[src/hw/rtl/bpa_pkg.sv]
// bpa_pkg: shared types, codes and field widths of the buddy page allocator
// used by the channel interfaces, the controller and the datapath
// no dependencies
package bpa_pkg;

	// defaults for the top level parameters
	localparam int unsigned POOL_PAGES_DEF = 4096;
	localparam int unsigned MAX_ORDER_DEF  = 10;

	// fixed field widths of the channels and the config port
	localparam int unsigned PAGE_W   = 12;
	localparam int unsigned COUNT_W  = 13;
	localparam int unsigned ORDER_W  = 4;
	localparam int unsigned STATUS_W = 2;

	// operation codes
	localparam logic OP_ALLOC = 1'b0;
	localparam logic OP_FREE  = 1'b1;

	// result status codes
	typedef enum logic [STATUS_W-1:0] {
		ST_OK        = 2'd0,
		ST_NO_BLOCK  = 2'd1,
		ST_ORDER_BIG = 2'd2,
		ST_NOT_ALLOC = 2'd3
	} status_t;

	// controller states
	typedef enum logic [3:0] {
		S_SWEEP,
		S_IDLE,
		S_A_FIND,
		S_A_UNLINK,
		S_A_SPLIT,
		S_PUSH1,
		S_PUSH2,
		S_F_CHECK,
		S_F_FREE,
		S_F_BUD,
		S_F_TEST,
		S_DONE
	} state_t;

	// datapath commands
	typedef enum logic [3:0] {
		CMD_NONE,
		CMD_SWEEP,
		CMD_LOAD,
		CMD_A_FIND,
		CMD_A_UNLINK,
		CMD_A_SPLIT,
		CMD_PUSH1,
		CMD_PUSH2,
		CMD_F_CHECK,
		CMD_F_FREE,
		CMD_F_BUD,
		CMD_F_TEST
	} cmd_t;

	// datapath status flags seen by the controller
	typedef struct packed {
		logic sweep_last;
		logic req_bad;
		logic none_found;
		logic split_more;
		logic bud_in;
		logic page_out;
		logic not_used;
		logic can_bud;
		logic merge_ok;
		logic is_free;
	} dp_stat_t;

	// per page metadata word
	typedef struct packed {
		logic [ORDER_W-1:0] ord;
		logic               used;
		logic               listed;
	} meta_t;

endpackage

[src/hw/rtl/bpa_ctrl.sv]
// bpa_ctrl: sequencing state machine of the buddy page allocator
// depends on bpa_pkg; drives commands into bpa_dp and reads its flags
module bpa_ctrl (
	input  logic              clk,
	input  logic              arst_n,
	input  logic              cfg_we,
	input  logic              in_valid,
	input  logic              in_free,
	input  logic              out_ready,
	input  bpa_pkg::dp_stat_t stat,
	output bpa_pkg::cmd_t     cmd,
	output logic              in_ready,
	output logic              out_valid
);
	import bpa_pkg::*;

	state_t state_q, state_d;

	// state register
	always_ff @(posedge clk or negedge arst_n) begin
		if (!arst_n) begin
			state_q <= S_SWEEP;
		end else begin
			state_q <= state_d;
		end
	end

	// next state
	always_comb begin
		state_d = state_q;
		unique case (state_q)
			S_SWEEP:    if (stat.sweep_last) state_d = S_IDLE;
			S_IDLE:     if (in_valid) state_d = in_free ? S_F_CHECK : S_A_FIND;
			S_A_FIND:   state_d = (stat.req_bad || stat.none_found) ? S_DONE : S_A_UNLINK;
			S_A_UNLINK: state_d = S_A_SPLIT;
			S_A_SPLIT: begin
				if (!stat.split_more) state_d = S_DONE;
				else if (stat.bud_in) state_d = S_PUSH1;
				else state_d = S_A_SPLIT;
			end
			S_PUSH1:    state_d = S_PUSH2;
			S_PUSH2:    state_d = stat.is_free ? S_DONE : S_A_SPLIT;
			S_F_CHECK:  state_d = stat.page_out ? S_DONE : S_F_FREE;
			S_F_FREE:   state_d = stat.not_used ? S_DONE : S_F_BUD;
			S_F_BUD:    state_d = stat.can_bud ? S_F_TEST : S_PUSH1;
			S_F_TEST:   state_d = stat.merge_ok ? S_F_BUD : S_PUSH1;
			S_DONE:     if (out_ready) state_d = S_IDLE;
			default:    state_d = S_SWEEP;
		endcase
		// a config write rebuilds the lists
		if (cfg_we) state_d = S_SWEEP;
	end

	// outputs
	always_comb begin
		cmd       = CMD_NONE;
		in_ready  = 1'b0;
		out_valid = 1'b0;
		unique case (state_q)
			S_SWEEP:    cmd = CMD_SWEEP;
			S_IDLE: begin
				in_ready = 1'b1;
				if (in_valid) cmd = CMD_LOAD;
			end
			S_A_FIND:   cmd = CMD_A_FIND;
			S_A_UNLINK: cmd = CMD_A_UNLINK;
			S_A_SPLIT:  cmd = CMD_A_SPLIT;
			S_PUSH1:    cmd = CMD_PUSH1;
			S_PUSH2:    cmd = CMD_PUSH2;
			S_F_CHECK:  cmd = CMD_F_CHECK;
			S_F_FREE:   cmd = CMD_F_FREE;
			S_F_BUD:    cmd = CMD_F_BUD;
			S_F_TEST:   cmd = CMD_F_TEST;
			S_DONE:     out_valid = 1'b1;
			default:    cmd = CMD_NONE;
		endcase
	end

	// an accepted request always leaves idle
	a_leave_idle: assert property (@(posedge clk) disable iff (!arst_n)
		in_valid && in_ready && !cfg_we |=> state_q != S_IDLE)
		else $error("request accepted but controller stayed idle");

	// no transfer on either side during the clearing pass
	a_sweep_quiet: assert property (@(posedge clk) disable iff (!arst_n)
		state_q == S_SWEEP |-> !in_ready && !out_valid)
		else $error("channel active during clearing pass");

	// a result is only shown once the item went through the datapath
	a_done_entry: assert property (@(posedge clk) disable iff (!arst_n)
		$rose(out_valid) |-> $past(state_q) != S_IDLE && $past(state_q) != S_SWEEP)
		else $error("result raised without work");

endmodule

[config.mk]
export PLATFORM = sky130hd
export DESIGN_NAME = bpa_ctrl
export DESIGN_NICKNAME = d
export VERILOG_FILES = /design/src/hw/rtl/bpa_pkg.sv /design/src/hw/rtl/bpa_ctrl.sv
export SDC_FILE = /design/constraint.sdc
export NUM_CORES = 1
export LEC_CHECK = 0
export ABC_AREA = 1
export BUFFER_PORTS_ARGS = -buffer_cell sky130_fd_sc_hd__buf_2
export CORE_AREA = 2 2 39 41
export CTS_CLUSTER_DIAMETER = 100
export DETAILED_ROUTE_END_ITERATION = 16
export DIE_AREA = 0 0 41 43
export MAX_ROUTING_LAYER = met4
export PLACE_DENSITY = 0.68
export SETUP_SLACK_MARGIN = 0.5
export SLEW_MARGIN = 5
export SYNTH_ARGS = -nofsm -noshare
export SYNTH_HDL_FRONTEND = slang
export SYNTH_SLANG_ARGS = --single-unit
[constraint.sdc]
create_clock -name clk -period 2.4 [get_ports clk]
set_input_delay 0.12 -clock clk [delete_from_list [all_inputs] [get_ports clk]]
set_output_delay 0.12 -clock clk [all_outputs]
set_load 0.005 [all_outputs]
==> impl_summary.md, run 1 <==
Status
The run finished with clean final reports.

Placement
The final RePlAce weighted congestion is 0.856. The worst setup slack after placement is 1120 ps. The detailed placement HPWL is 1160 microns. During placement, the flow inserted port buffers numbering 21.

STA
The number of max-slew violations in the final report is 0. The post-route minimum period is between 1000 and 1500 ps. The max-slew headroom at the worst pin is 77.8%. The total setup violations reported at the end of the flow is 0. Hold timing on the final database bottoms out at a slack of approximately 180 ps. Setup repair after global routing left no endpoint under its margin. The slew at the pin with the worst max-slew slack is 331 ps. The aggregate negative setup slack is 0 ps. Timing would allow up to 682 MHz. The number of endpoints with negative hold slack in the final report is 0.

The worst clock skew on the final layout is 2.83 ps. The share of the clock period used by the worst path after layout is 61.1%. The final worst slack is 933 ps.

Global routing
For this run the aggregate overflow at the end of global routing stands at 0. The via count of the first global-routing pass came to 625. The global router's overall resource usage is 19.9%.

The wire length of the first global-routing pass is 2330 microns. The largest net degree at the start of global routing is 9. The initial antenna violation count is 0.

Drt
The violation count after the first detailed-route iteration is 21. In the final routed layout, each cell accounts on average for 9.89 microns. The total length of routed wires is 1400 microns. Detailed routing inserted a total of 685 vias. Using the TritonRoute via totals, the vias-per-cell ratio works out to 4.86.

The number of remaining DRC errors is 0. The count of nets left with antenna violations once routing finished came out at 0. The first detailed-routing pass ran for 4 iterations.

CTS
The cell sitting at the root of the clock tree is a sky130_fd_sc_hd__clkbuf_4. The total CTS buffers is 3. In this run the number of H-tree levels came out at 1. Clock-pin slew was measured on the worst setup and hold paths at 40 ps. The clock reaches the later pin of the worst-skew pair after about 240 ps. The clock passes through at most 2 buffers.

After clock tree synthesis, the repair step resized 0 gates. CTS saw 4 sinks. The clock tree from TritonCTS is done.

Logic synthesis
Synthesis inferred 4 register bits. The cell type with the largest total area after synthesis is sky130_fd_sc_hd__nand2_1. The number of warning messages in the yosys log is 0. Sorting the synthesized cells by area gives the leading types as sky130_fd_sc_hd__nand2_1 25%, sky130_fd_sc_hd__dfrtp_1 19%, sky130_fd_sc_hd__nand3_1 14%.

Counting flops with an async set or reset pin after synthesis yields a share of 100%. The sequential fraction of the synthesis area is 18.9%. Summing every instance area after synthesis gives between 500 and 600 sq um. The number of different library cells used by synthesis comes to 14. In the synthesized netlist, the number of instances is 100.

After synthesis, the largest area contributor takes up 24.8% of total cell area. When the netlist entered floorplanning its net count stood at 116. In this run, synthesis inferred 0 flip-flops with an integrated enable.

By instance count, the leading cell after synthesis is sky130_fd_sc_hd__nand2_1. Among all flip-flop cells after synthesis, the most frequent one is sky130_fd_sc_hd__dfrtp_1. The average size of a mapped cell is 5.29 sq um. Sorting the synthesized cells by how often they occur yields 35 x sky130_fd_sc_hd__nand2_1, 17 x sky130_fd_sc_hd__inv_1, 15 x sky130_fd_sc_hd__nand3_1.

Hold path
The tightest min-delay check is of the in2reg type.

Critical path
The worst setup path is of the reg2out kind. For the worst setup path, the data arrival time is 1350 ps. The startpoint class of the critical path is a register.

The worst register-to-register path has a setup slack of 1080 ps. The required time of the critical path is 2280 ps. The critical path goes through nor2_1, nand2_1, nand4_1, buf_2. For this design, the slowest cell found on the critical path is sky130_fd_sc_hd__dfrtp_1. The worst setup path is captured at an output pin. For this run, the slowest stage of the critical path takes 430 ps. The count of buffer and inverter cells on the critical path is 1. The category of cells accounting for the largest share of critical-path delay is simple AND/OR/NAND/NOR gates.

Of all nets on the critical path, the largest fanout is 7.

Die
The standard-cell row count is 14. The area enclosed by the die boundary is between 1500 and 2000 sq um. From left edge to right edge, the die measures 41 microns. The overall die height is 43 microns.

The core outline area is 1380 sq um. In this run the count of I/O pins placed on the die edge is 22. The initial utilization of the core area, before any placement, comes to between 30% and 40%.

Cells and area
The proportion of layout cells with a drive suffix above 1 is 27.2%. The count of antenna diodes in the layout is 0. The largest register by flop count is state_q. The register with the most flip-flops in the layout has 4 of them. At the end of the flow, the number of nets in the layout was 143. The filler cells instantiated in the layout total between 150 and 200. The largest registers in the layout are state_q x4. Compared with the post-synthesis result, the final layout area differs by 29.8%.

Run
The max capacitance violation total is 0.

Pwr
For this design the static power due to leakage is 0.445 nW. The worst IR drop on VDD is roughly 0.00046 V. The total power density per cell area is slightly below 900 nW/um^2.
## cells by family (layout without fill, tap and decap cells)
group	count (synthesis)	count (layout)	share of synthesized area (%)
and+or+nand+nor	74	74	64.8
buffers and inverters	19	44	13.5
AOI/OAI and AO/OA	3	3	2.84
DFF	4	4	18.9
## layer usage
layer	GRT usage, %	wire length (microns)
met2	33.1	692
met4	10.0	25
met1	21.5	573
met5	-	0
met3	3.14	104
## cell usage in the layout (no fill, tap or decap), drive strengths merged
cell type / instances
nand2: 36
buf: 21
inv: 19
nor2: 18
nand3: 16
dfrtp: 4
clkbuf: 3
nand4: 2
o21ai: 2
nand3b: 2
a21oi: 1
dlygate4sd3: 1
## path summary, 6_finish.rpt
path / start / to / cells past startpoint
min: cfg_we / state_q[3] / 4
min reg2reg: state_q[0] / state_q[0] / 2
max reg2reg: state_q[0] / state_q[0] / 7
min in group asynchronous: arst_n / state_q[1] / 2
max: state_q[0] / cmd[2] / 4
max in group asynchronous: arst_n / state_q[3] / 2
## metrics by stage
step	power (W)	cell area, sq um	cells	utilization [%]
final	0.000614	687	141	49.6
after global routing	0.000693	687	141	49.6
after CTS	0.000616	687	141	49.6
after detailed placement	0.000530	654	137	47.3
after global placement	0.000534	654	137	47.3
after floorplan	0.000412	529	100	-
## report_power, final
group / internal, W / switching (W)
Combinational: 0.000148 / 0.000251
Sequential: 0.0000914 / 0.0000404
Clock: 0.0000559 / 0.0000269
## tightest hold or removal path, cell delays in order
cell and delay (ps):
sky130_fd_sc_hd__buf_2 70, sky130_fd_sc_hd__inv_1 60, sky130_fd_sc_hd__nand2_1 70, sky130_fd_sc_hd__nand2_1 40
## cell type report
cell class,instances,area (sq um),area share [%]
Multi-Input combinational cell,77,358,52.1
Inverter,19,71.3,10.4
Tap cell,16,20.0,2.91
Sequential cell,4,100,14.6
Timing Repair Buffer,22,115,16.8
Clock buffer,3,22.5,3.28
## timing repair
item	CTS	global route
setup endpoints to repair	0	0
endpoints found under the hold margin	4	0
setup buffers	0	0
hold buffers	1	0
Power figures use the tool's default switching activity.
==> inputs of run 2 (changes only) <==
--- a/config.mk
+++ b/config.mk
@@ -5,14 +5,13 @@
 export SDC_FILE = /design/constraint.sdc
 export NUM_CORES = 1
 export LEC_CHECK = 0
-export ABC_AREA = 1
+export ABC_AREA = 0
 export BUFFER_PORTS_ARGS = -buffer_cell sky130_fd_sc_hd__buf_2
-export CORE_AREA = 2 2 39 41
+export CORE_UTILIZATION = 42
 export CTS_CLUSTER_DIAMETER = 100
 export DETAILED_ROUTE_END_ITERATION = 16
-export DIE_AREA = 0 0 41 43
 export MAX_ROUTING_LAYER = met4
-export PLACE_DENSITY = 0.68
+export PLACE_DENSITY = 0.73
 export SETUP_SLACK_MARGIN = 0.5
 export SLEW_MARGIN = 5
 export SYNTH_ARGS = -nofsm -noshare
==> constraint.sdc (replaced) <==
create_clock -name clk -period 1.25 [get_ports clk]
set_input_delay 0.0625 -clock clk [delete_from_list [all_inputs] [get_ports clk]]
set_output_delay 0.0625 -clock clk [all_outputs]
set_load 0.005 [all_outputs]
==> run 2 against run 1 <==
Compared with the run above:
- the flow now finishes with violations (negative setup slack)
- wire length increased by 58%
- total power increased by 100%
- synthesized area increased by 9.2%
- critical path type is now reg2reg
- combinational power increased by 110%
- utilization increased by 31 points
- final cell count decreased by 6.4%
- clock skew increased by 6.5 ps
- sequential share of layout area decreased by 4.5 points
- sequential power increased by 56%
- worst hold slack got worse by 33 ps
- register-to-register slack got worse by 1300 ps
==> impl_summary.md, run 2 <==
Cells and area
The largest register by flop count is state_q (unchanged). The count of fill cells added during filler insertion is 82 (was 170). The proportion of layout cells with a drive suffix above 1 came to 68.4% (was 27.2%). The layout net count is 135 (was 143). Top library cells by usage in the layout, fill and taps aside: 21 x sky130_fd_sc_hd__buf_2, 18 x sky130_fd_sc_hd__buf_4, 14 x sky130_fd_sc_hd__buf_6, 6 x sky130_fd_sc_hd__nor2_1, 4 x sky130_fd_sc_hd__dfrtp_2 (was 35 x sky130_fd_sc_hd__nand2_1, 21 x sky130_fd_sc_hd__buf_2, 17 x sky130_fd_sc_hd__inv_1, 15 x sky130_fd_sc_hd__nand3_1, 12 x sky130_fd_sc_hd__nor2_1). The count of antenna diodes in the layout is 0 (unchanged). The flip-flop count of the largest register after layout is 4 (unchanged). The most common cell after layout, fill and taps aside was sky130_fd_sc_hd__buf_2 (was sky130_fd_sc_hd__nand2_1).

Top Registers: state_q x4 (unchanged). The synthesis-to-finish area growth is 79.9% (was 29.8%).

CTS
The insertion delay to the later sink of the worst-skew pair was 250 ps (was 240 ps). The count of H-tree levels built during CTS is 1 (unchanged). The clock-pin transition on the worst setup and hold timing paths is 50 ps (was 40 ps). The maximum buffer depth of the clock tree is 2 (unchanged). The clock tree from TritonCTS is done (unchanged). The buffer cell driving the clock tree root is sky130_fd_sc_hd__clkbuf_4 (unchanged). The total clock sinks was 4 (unchanged). The total CTS buffers is 3 (unchanged).

Die
The starting density of the core is 45.0% (was 38.2%). The standard-cell row count was 13 (was 14). The I/O pin total is 22 (unchanged). The overall die height was 39.1 microns (was 43 microns). The core outline area is 1280 sq um (was 1380 sq um).

The width of the die is 39.1 microns (was 41 microns). The area enclosed by the die boundary is 1530 sq um (was 1760 sq um).

Drt
The number of remaining DRC errors is 0 (unchanged). The total vias in the final route was 766 (was 685). The met2 wire length is 1140 microns (was 692 microns). The total length of routed wires is 2210 microns (was 1400 microns). The number of detailed-route iterations in the first pass is 4 (unchanged). The residual antenna-violating net count after detailed routing is 0 (unchanged).

The routed length per placed instance is 16.7 microns (was 9.89 microns). The met3 layer wire length in the routed design is 151 microns (was 104 microns). The ratio of routed vias to standard cells is 5.80 (was 4.86).

The violation count after the first detailed-route iteration is 27 (was 21). The wire length the detailed router placed on met1 came to 821 microns (was 573 microns). The top metal layer carrying routed signals is met4 (unchanged).

Logic synthesis
The commonest register cell after synthesis is sky130_fd_sc_hd__dfrtp_1 (unchanged). The average size of a mapped cell is 8.76 sq um (was 5.29 sq um). The cell type with the largest total area after synthesis was sky130_fd_sc_hd__dfrtp_1 (was sky130_fd_sc_hd__nand2_1). The cell count after synthesis is 66 (was 100).

The net count of the mapped netlist came to 82 (was 116). Leading post-synthesis cells by cell area: sky130_fd_sc_hd__dfrtp_1 17%, sky130_fd_sc_hd__buf_6 5.8%, sky130_fd_sc_hd__mux2i_1 5.2% (was sky130_fd_sc_hd__nand2_1 25%, sky130_fd_sc_hd__dfrtp_1 19%, sky130_fd_sc_hd__nand3_1 14%). The number of distinct standard cells referenced by the synthesized netlist came to 37 (was 14). The count of flip-flops with a built-in enable after synthesis came to 0 (unchanged).

The register bit total from synthesis is 4 (unchanged). Most instantiated cells after synthesis: 7 x sky130_fd_sc_hd__nor2_1, 4 x sky130_fd_sc_hd__dfrtp_1, 4 x sky130_fd_sc_hd__nor3_1 (was 35 x sky130_fd_sc_hd__nand2_1, 17 x sky130_fd_sc_hd__inv_1, 15 x sky130_fd_sc_hd__nand3_1). The leading cell type by number of instances after synthesis is sky130_fd_sc_hd__nor2_1 (was sky130_fd_sc_hd__nand2_1).

The area share of the largest cell type after synthesis came to 17.3% (was 24.8%). The async set-or-reset flop fraction in the synthesized netlist is 100% (unchanged). The number of warning messages in the yosys log is 0 (unchanged). The summed instance area of the synthesized netlist is 578 sq um (was 529 sq um).

The sequential fraction of the synthesis area is 17.3% (was 18.9%).

Placement
The final RePlAce weighted congestion was 0.928 (was 0.856). The detailed placement HPWL is 1360 microns (was 1160 microns). The total of buffers placed on input and output ports was 21 (unchanged).

Pwr
The leakage component of the power came to 0.501 nW (was 0.445 nW). The post-layout total power is 0.00123 W (was 0.000614 W). The total power density per cell area was 1180 nW/um^2 (was 894 nW/um^2). The worst IR drop on VDD is 0.000726 V (was 0.000465 V).

STA
The final hold slack is 145 ps (was 178 ps). The routed design could run at a clock period as short as around 1500 ps. The aggregate negative setup slack was -1430 ps (was 0 ps). The max-slew headroom at the worst pin is 76.5% (was 77.8%).

The number of max-slew violations in the final report was 0 (unchanged). The number of endpoints with negative hold slack in the final report is 0 (unchanged). The slew at the pin with the worst max-slew slack was 348 ps (was 331 ps).

The worst clock skew on the final layout is 9.33 ps (was 2.83 ps). The fmax is 658 MHz. The final worst slack is -270 ps (was 933 ps). Unrepaired setup endpoints after global routing: yes (was no).

The share of the clock period used by the worst path after layout is 122%. The total setup violations reported at the end of the flow is 9 (was 0).

Run
The max capacitance violation total is 0 (unchanged).

Hold path
The worst min-delay path class is in2async (was in2reg).

Status
The checks that failed: negative setup slack. Status: finished, violations left (was complete, no violations).

Critical path
The endpoint type of the worst setup path is a register (was output pin). The startpoint class of the critical path is a register (unchanged). The worst reg-to-reg path cell count came to 5 (was 7). The required time of the critical path is 1430 ps (was 2280 ps). The data arrival time of the critical path is 1700 ps (was 1350 ps).

The maximum fanout encountered on the critical timing path is 6 (was 7). The class of the most critical setup path is reg2reg (was reg2out).

Global routing
The largest net degree at the start of global routing is 10 (was 9). The initial antenna violation count is 0 (unchanged). The wire length of the first global-routing pass is 2860 microns (was 2330 microns). The global router's overall resource usage is 29.4% (was 19.9%). The sum of overflow across all layers after global routing is 0 (unchanged). The via count of the first global-routing pass is 671 (was 625).
==> run 2: stage by stage <==
stage | utilization (%) | instances | worst slack [ps] | cell area, sq um
after floorplan | - | 66 | -22.1 | 582
after global placement | 62.1 | 116 | -152 | 798
after detailed placement | 62.1 | 116 | -157 | 798
after CTS | 77.0 | 132 | -204 | 990
after global routing | 80.9 | 132 | -270 | 1040
final | 80.9 | 132 | -270 | 1040
==> run 2: path summary, 6_finish.rpt <==
kind / startpoint / endpoint / slack, ps
setup / recovery: state_q[3] / state_q[2] / -270
hold / removal: arst_n / state_q[3] / 140
setup reg to reg: state_q[3] / state_q[2] / -270
hold reg to reg: state_q[0] / state_q[3] / 750
max in group asynchronous: arst_n / state_q[1] / 960
min in group clk: cfg_we / state_q[0] / 170
==> run 2: metal layers <==
layer | up-vias | global-route usage [%]
met5 | - | -
met4 | 0 | 25.9
met3 | 9 | 1.16
met2 | 39 | 48.3
met1 | 363 | 31.9
li1 | 355 | -
==> run 2: power breakdown <==
part           switching [W]  internal (W)
Combinational       0.000372      0.000470
Clock              0.0000703      0.000109
Sequential         0.0000484      0.000157
==> run 2: repair_timing <==
action                                 CTS  global route
pin swaps                                7             2
hold buffers                             1             0
endpoints found under the hold margin    4             0
buffers inserted                        12             0
setup endpoints to repair               10            10
gates resized for setup                 21            12
==> run 2: area by class of cell <==
type	instances	area, sq um	share of cell area (%)
well taps	15	18.8	1.81
inverters	2	7.51	0.722
repair buffers	54	408	39.2
flip-flops and latches	4	105	10.1
clock buffers	3	22.5	2.17
multi-input cells	54	478	46.0
==> run 2: logic make-up (layout without fill, tap and decap cells) <==
| family | after synthesis | after routing | share of synthesized area, % |
|---|---|---|---|
| DFF | 4 | 4 | 17.3 |
| xor gates and xnor gates | 2 | 2 | 3.03 |
| buffers and inverters | 8 | 59 | 10.6 |
| muxes | 3 | 3 | 5.20 |
| and+or+nand+nor | 25 | 25 | 28.8 |
| AOI/OAI and AO/OA | 24 | 24 | 35.1 |
==> run 2: critical path: stages (launching register included) <==
cell and delay [ps]:
sky130_fd_sc_hd__dfrtp_2 450, sky130_fd_sc_hd__buf_4 180, sky130_fd_sc_hd__nor4bb_1 350, sky130_fd_sc_hd__a31oi_1 90
sky130_fd_sc_hd__o22ai_1 200, sky130_fd_sc_hd__o211a_1 180
==> inputs of run 3 (changes only) <==
--- a/config.mk
+++ b/config.mk
@@ -7,11 +7,14 @@
 export LEC_CHECK = 0
 export ABC_AREA = 0
 export BUFFER_PORTS_ARGS = -buffer_cell sky130_fd_sc_hd__buf_2
-export CORE_UTILIZATION = 42
+export CORE_AREA = 2 2 39 41
+export CTS_BUF_LIST = sky130_fd_sc_hd__clkbuf_4
 export CTS_CLUSTER_DIAMETER = 100
 export DETAILED_ROUTE_END_ITERATION = 16
+export DIE_AREA = 0 0 41 43
+export GPL_TIMING_DRIVEN = 0
 export MAX_ROUTING_LAYER = met4
-export PLACE_DENSITY = 0.73
+export PLACE_DENSITY = 0.75
 export SETUP_SLACK_MARGIN = 0.5
 export SLEW_MARGIN = 5
 export SYNTH_ARGS = -nofsm -noshare
==> run 3 against run 2 <==
Compared with the run above:
- the run still ends with negative setup slack left
- clock power shrank 14%
- critical path type unchanged
- non-clock buffer count decreased by 16
- sequential cell count is the same
==> impl_summary.md, run 3 (same netlist as run 2, synthesis figures left out) <==
Status
Status: finished, violations left (unchanged). Failing checks: negative setup slack (unchanged).

CTS
The total CTS buffers was 3 (unchanged). The maximum buffer depth of the clock tree came to 2 (unchanged). The clock-pin transition on the worst setup and hold timing paths was 40 ps (was 50 ps). The clock tree from TritonCTS is done (unchanged). The total clock sinks is 4 (unchanged).

The insertion delay to the later sink of the worst-skew pair is 230 ps (was 250 ps). The count of H-tree levels built during CTS is 1 (unchanged). The buffer cell driving the clock tree root is sky130_fd_sc_hd__clkbuf_4 (unchanged).

STA
The worst clock skew on the final layout was 3.31 ps (was 9.33 ps). The slew at the pin with the worst max-slew slack came to 300 ps (was 348 ps). The number of max-slew violations in the final report is 0 (unchanged). The final hold slack is 161 ps (was 145 ps). The final worst slack was -174 ps (was -270 ps). The share of the clock period used by the worst path after layout was 114% (was 122%). The post-route minimum period is 1420 ps (was 1520 ps). The max-slew headroom at the worst pin is 79.7% (was 76.5%). The aggregate negative setup slack is -1230 ps (was -1430 ps). The number of endpoints with negative hold slack in the final report was 0 (unchanged). The total setup violations reported at the end of the flow came to 9 (unchanged).

The fmax is 702 MHz (was 658 MHz). Unrepaired setup endpoints after global routing: yes (unchanged).

Global routing
The met1 track demand over resource in global routing was 25.9% (was 31.9%). The most used routing layer in global routing was met2 (unchanged). The global-route met3 utilization is 1.57% (was 1.16%).

The largest net degree at the start of global routing is 11 (was 10). The initial antenna violation count was 0 (unchanged). The via count of the first global-routing pass came to 626 (was 671). The sum of overflow across all layers after global routing was 0 (unchanged). The global router's overall resource usage was 21.3% (was 29.4%). The wire length of the first global-routing pass is 2560 microns (was 2860 microns). The global-route track usage on met2 is 36.9% (was 48.3%).

Drt
The residual antenna-violating net count after detailed routing was 0 (unchanged). The violation count after the first detailed-route iteration came to 12 (was 27). The number of detailed-route iterations in the first pass is 4 (unchanged). The number of remaining DRC errors was 0 (unchanged). The total length of routed wires is 1660 microns (was 2210 microns).

The ratio of routed vias to standard cells is 5.68 (was 5.80). The routed length per placed instance is 14.2 microns (was 16.7 microns). The total vias in the final route is 665 (was 766).

Placement
The cell count after placement is 103 (was 116). The area after detailed placement is 707 sq um (was 798 sq um). The final RePlAce weighted congestion came to 0.841 (was 0.928). The detailed placement HPWL came to 1090 microns (was 1360 microns). The total of buffers placed on input and output ports was 21 (unchanged).

Hold path
The worst min-delay path class is in2async (unchanged).

Run
The max capacitance violation total came to 0 (unchanged).

Cells and area
The synthesis-to-finish area growth is 53.2% (was 79.9%). The final cell area excluding filler cells is 886 sq um (was 1040 sq um). The post-layout instance count excluding filler cells is 117 (was 132). The largest register by flop count is state_q (unchanged). Top library cells by usage in the layout, fill and taps aside: 21 x sky130_fd_sc_hd__buf_2, 7 x sky130_fd_sc_hd__buf_6, 7 x sky130_fd_sc_hd__nor2_1, 7 x sky130_fd_sc_hd__buf_4 (was 21 x sky130_fd_sc_hd__buf_2, 18 x sky130_fd_sc_hd__buf_4, 14 x sky130_fd_sc_hd__buf_6, 6 x sky130_fd_sc_hd__nor2_1, 4 x sky130_fd_sc_hd__dfrtp_2). The flip-flop count of the largest register after layout came to 4 (unchanged). The most common cell after layout, fill and taps aside is sky130_fd_sc_hd__buf_2 (unchanged).

Top Registers: state_q x4 (unchanged). The count of fill cells added during filler insertion came to 118 (was 82). The count of antenna diodes in the layout is 0 (unchanged). The proportion of layout cells with a drive suffix above 1 is 56.4% (was 68.4%). The layout net count is 119 (was 135).

Die
The I/O pin total is 22 (unchanged). The core outline area is 1380 sq um (was 1280 sq um). The standard-cell row count is 14 (was 13). The overall die height came to 43 microns (was 39.1 microns). The width of the die was 41 microns (was 39.1 microns). The area enclosed by the die boundary is 1760 sq um (was 1530 sq um).

The starting density of the core is 41.8% (was 45.0%).

Pwr
The share of total power consumed by net switching is 39.2% (was 40.0%). The power share of the clock group is 14.9% (was 14.6%). The part of the total power dissipated in sequential elements is 17.6% (was 16.8%).

The switching component of the power was 0.000405 W (was 0.000490 W). The total power density per cell area is 1170 nW/um^2 (was 1180 nW/um^2). The leakage component of the power is 0.423 nW (was 0.501 nW). The worst IR drop on VDD is 0.000748 V (was 0.000726 V). The combinational share of power was 67.5% (was 68.6%). The internal power of the cells is 0.000628 W (was 0.000736 W).

Critical path
The slowest cell on the critical path is sky130_fd_sc_hd__dfrtp_1 (was sky130_fd_sc_hd__dfrtp_2). Critical-path cell list: buf_6, buf_6, or2b_4, nor4_4, a21oi_1, a21oi_1 (was buf_4, nor4bb_1, a31oi_1, o22ai_1, o211a_1). The class of the most critical setup path was reg2reg (unchanged). The maximum fanout encountered on the critical timing path is 8 (was 6). The required time of the critical path is 1390 ps (was 1430 ps). The startpoint class of the critical path is a register (unchanged). The endpoint type of the worst setup path is a register (unchanged).

The data arrival time of the critical path was 1570 ps (was 1700 ps). The critical path's largest stage delay is 360 ps (was 450 ps).
-- run 3: cell types whose count changed in the layout (fill, tap and decap cells not counted), sizes merged --
cell  before  now
buf       53   37
-- run 3: per-layer routing --
layer,vias up,part of all wire [%]
li1,319,-
met1,318,44
met2,24,52
met3,4,4.3
met4,0,0.54
met5,-,0
-- run 3: final timing paths --
| check | start | endpoint | slack, ps | cells after the start |
|---|---|---|---|---|
| max in group asynchronous | arst_n | state_q[0] | 960 | 2 |
| worst max-delay path | state_q[2] | state_q[1] | -170 | 6 |
| min in group clk | cfg_we | state_q[0] | 180 | 3 |
| worst min-delay path | arst_n | state_q[3] | 160 | 2 |
| worst max register to register | state_q[2] | state_q[1] | -170 | 6 |
| worst min register to register | state_q[0] | state_q[3] | 690 | 3 |
-- run 3: through the flow --
stage                     worst slack (ps)  utilization [%]  total power [W]
final                                 -174             64.0          0.00103
after global routing                  -227             64.0          0.00110
after CTS                             -178             61.7         0.000992
after detailed placement              -177             51.1         0.000699
after global placement                -189             51.1         0.000691
after floorplan                      -22.1                -         0.000561
-- run 3: final cells by class --
class	count	area, sq um	share of cell area [%]
buffer	6	75.1	8.47
clock buffer	3	22.5	2.54
inverter	2	7.51	0.847
multi-input combinational	54	457	51.6
sequential	4	103	11.6
tap	16	20.0	2.26
timing repair buffer	32	201	22.7
-- run 3: critical path, delay by kind of cell (launching register included) --
family                 cells  cell delay [ps]
flip-flops                 1              360
AO/OA/AOI/OAI              2              260
AND/OR/NAND/NOR            2              460
buffers and inverters      2              250
-- run 3: power groups by stage --
| stage | registers [W] | logic (W) | clock network, W |
|---|---|---|---|
| 6_report | 0.000182 | 0.000698 | 0.000154 |
| 3_3_place_gp | 0.000180 | 0.000511 | 0 |
| 5_1_grt | 0.000185 | 0.000742 | 0.000169 |
| 2_1_floorplan | 0.000173 | 0.000388 | 0 |
| 3_5_place_dp | 0.000181 | 0.000517 | 0 |
| 4_1_cts | 0.000178 | 0.000653 | 0.000161 |
-- run 3: what timing repair did --
action,in CTS,in global routing
pin swaps,5,1
buffers inserted,10,0
endpoints found under the hold margin,4,0
hold buffers,1,0
resized for setup,10,9
setup endpoints to repair,10,10
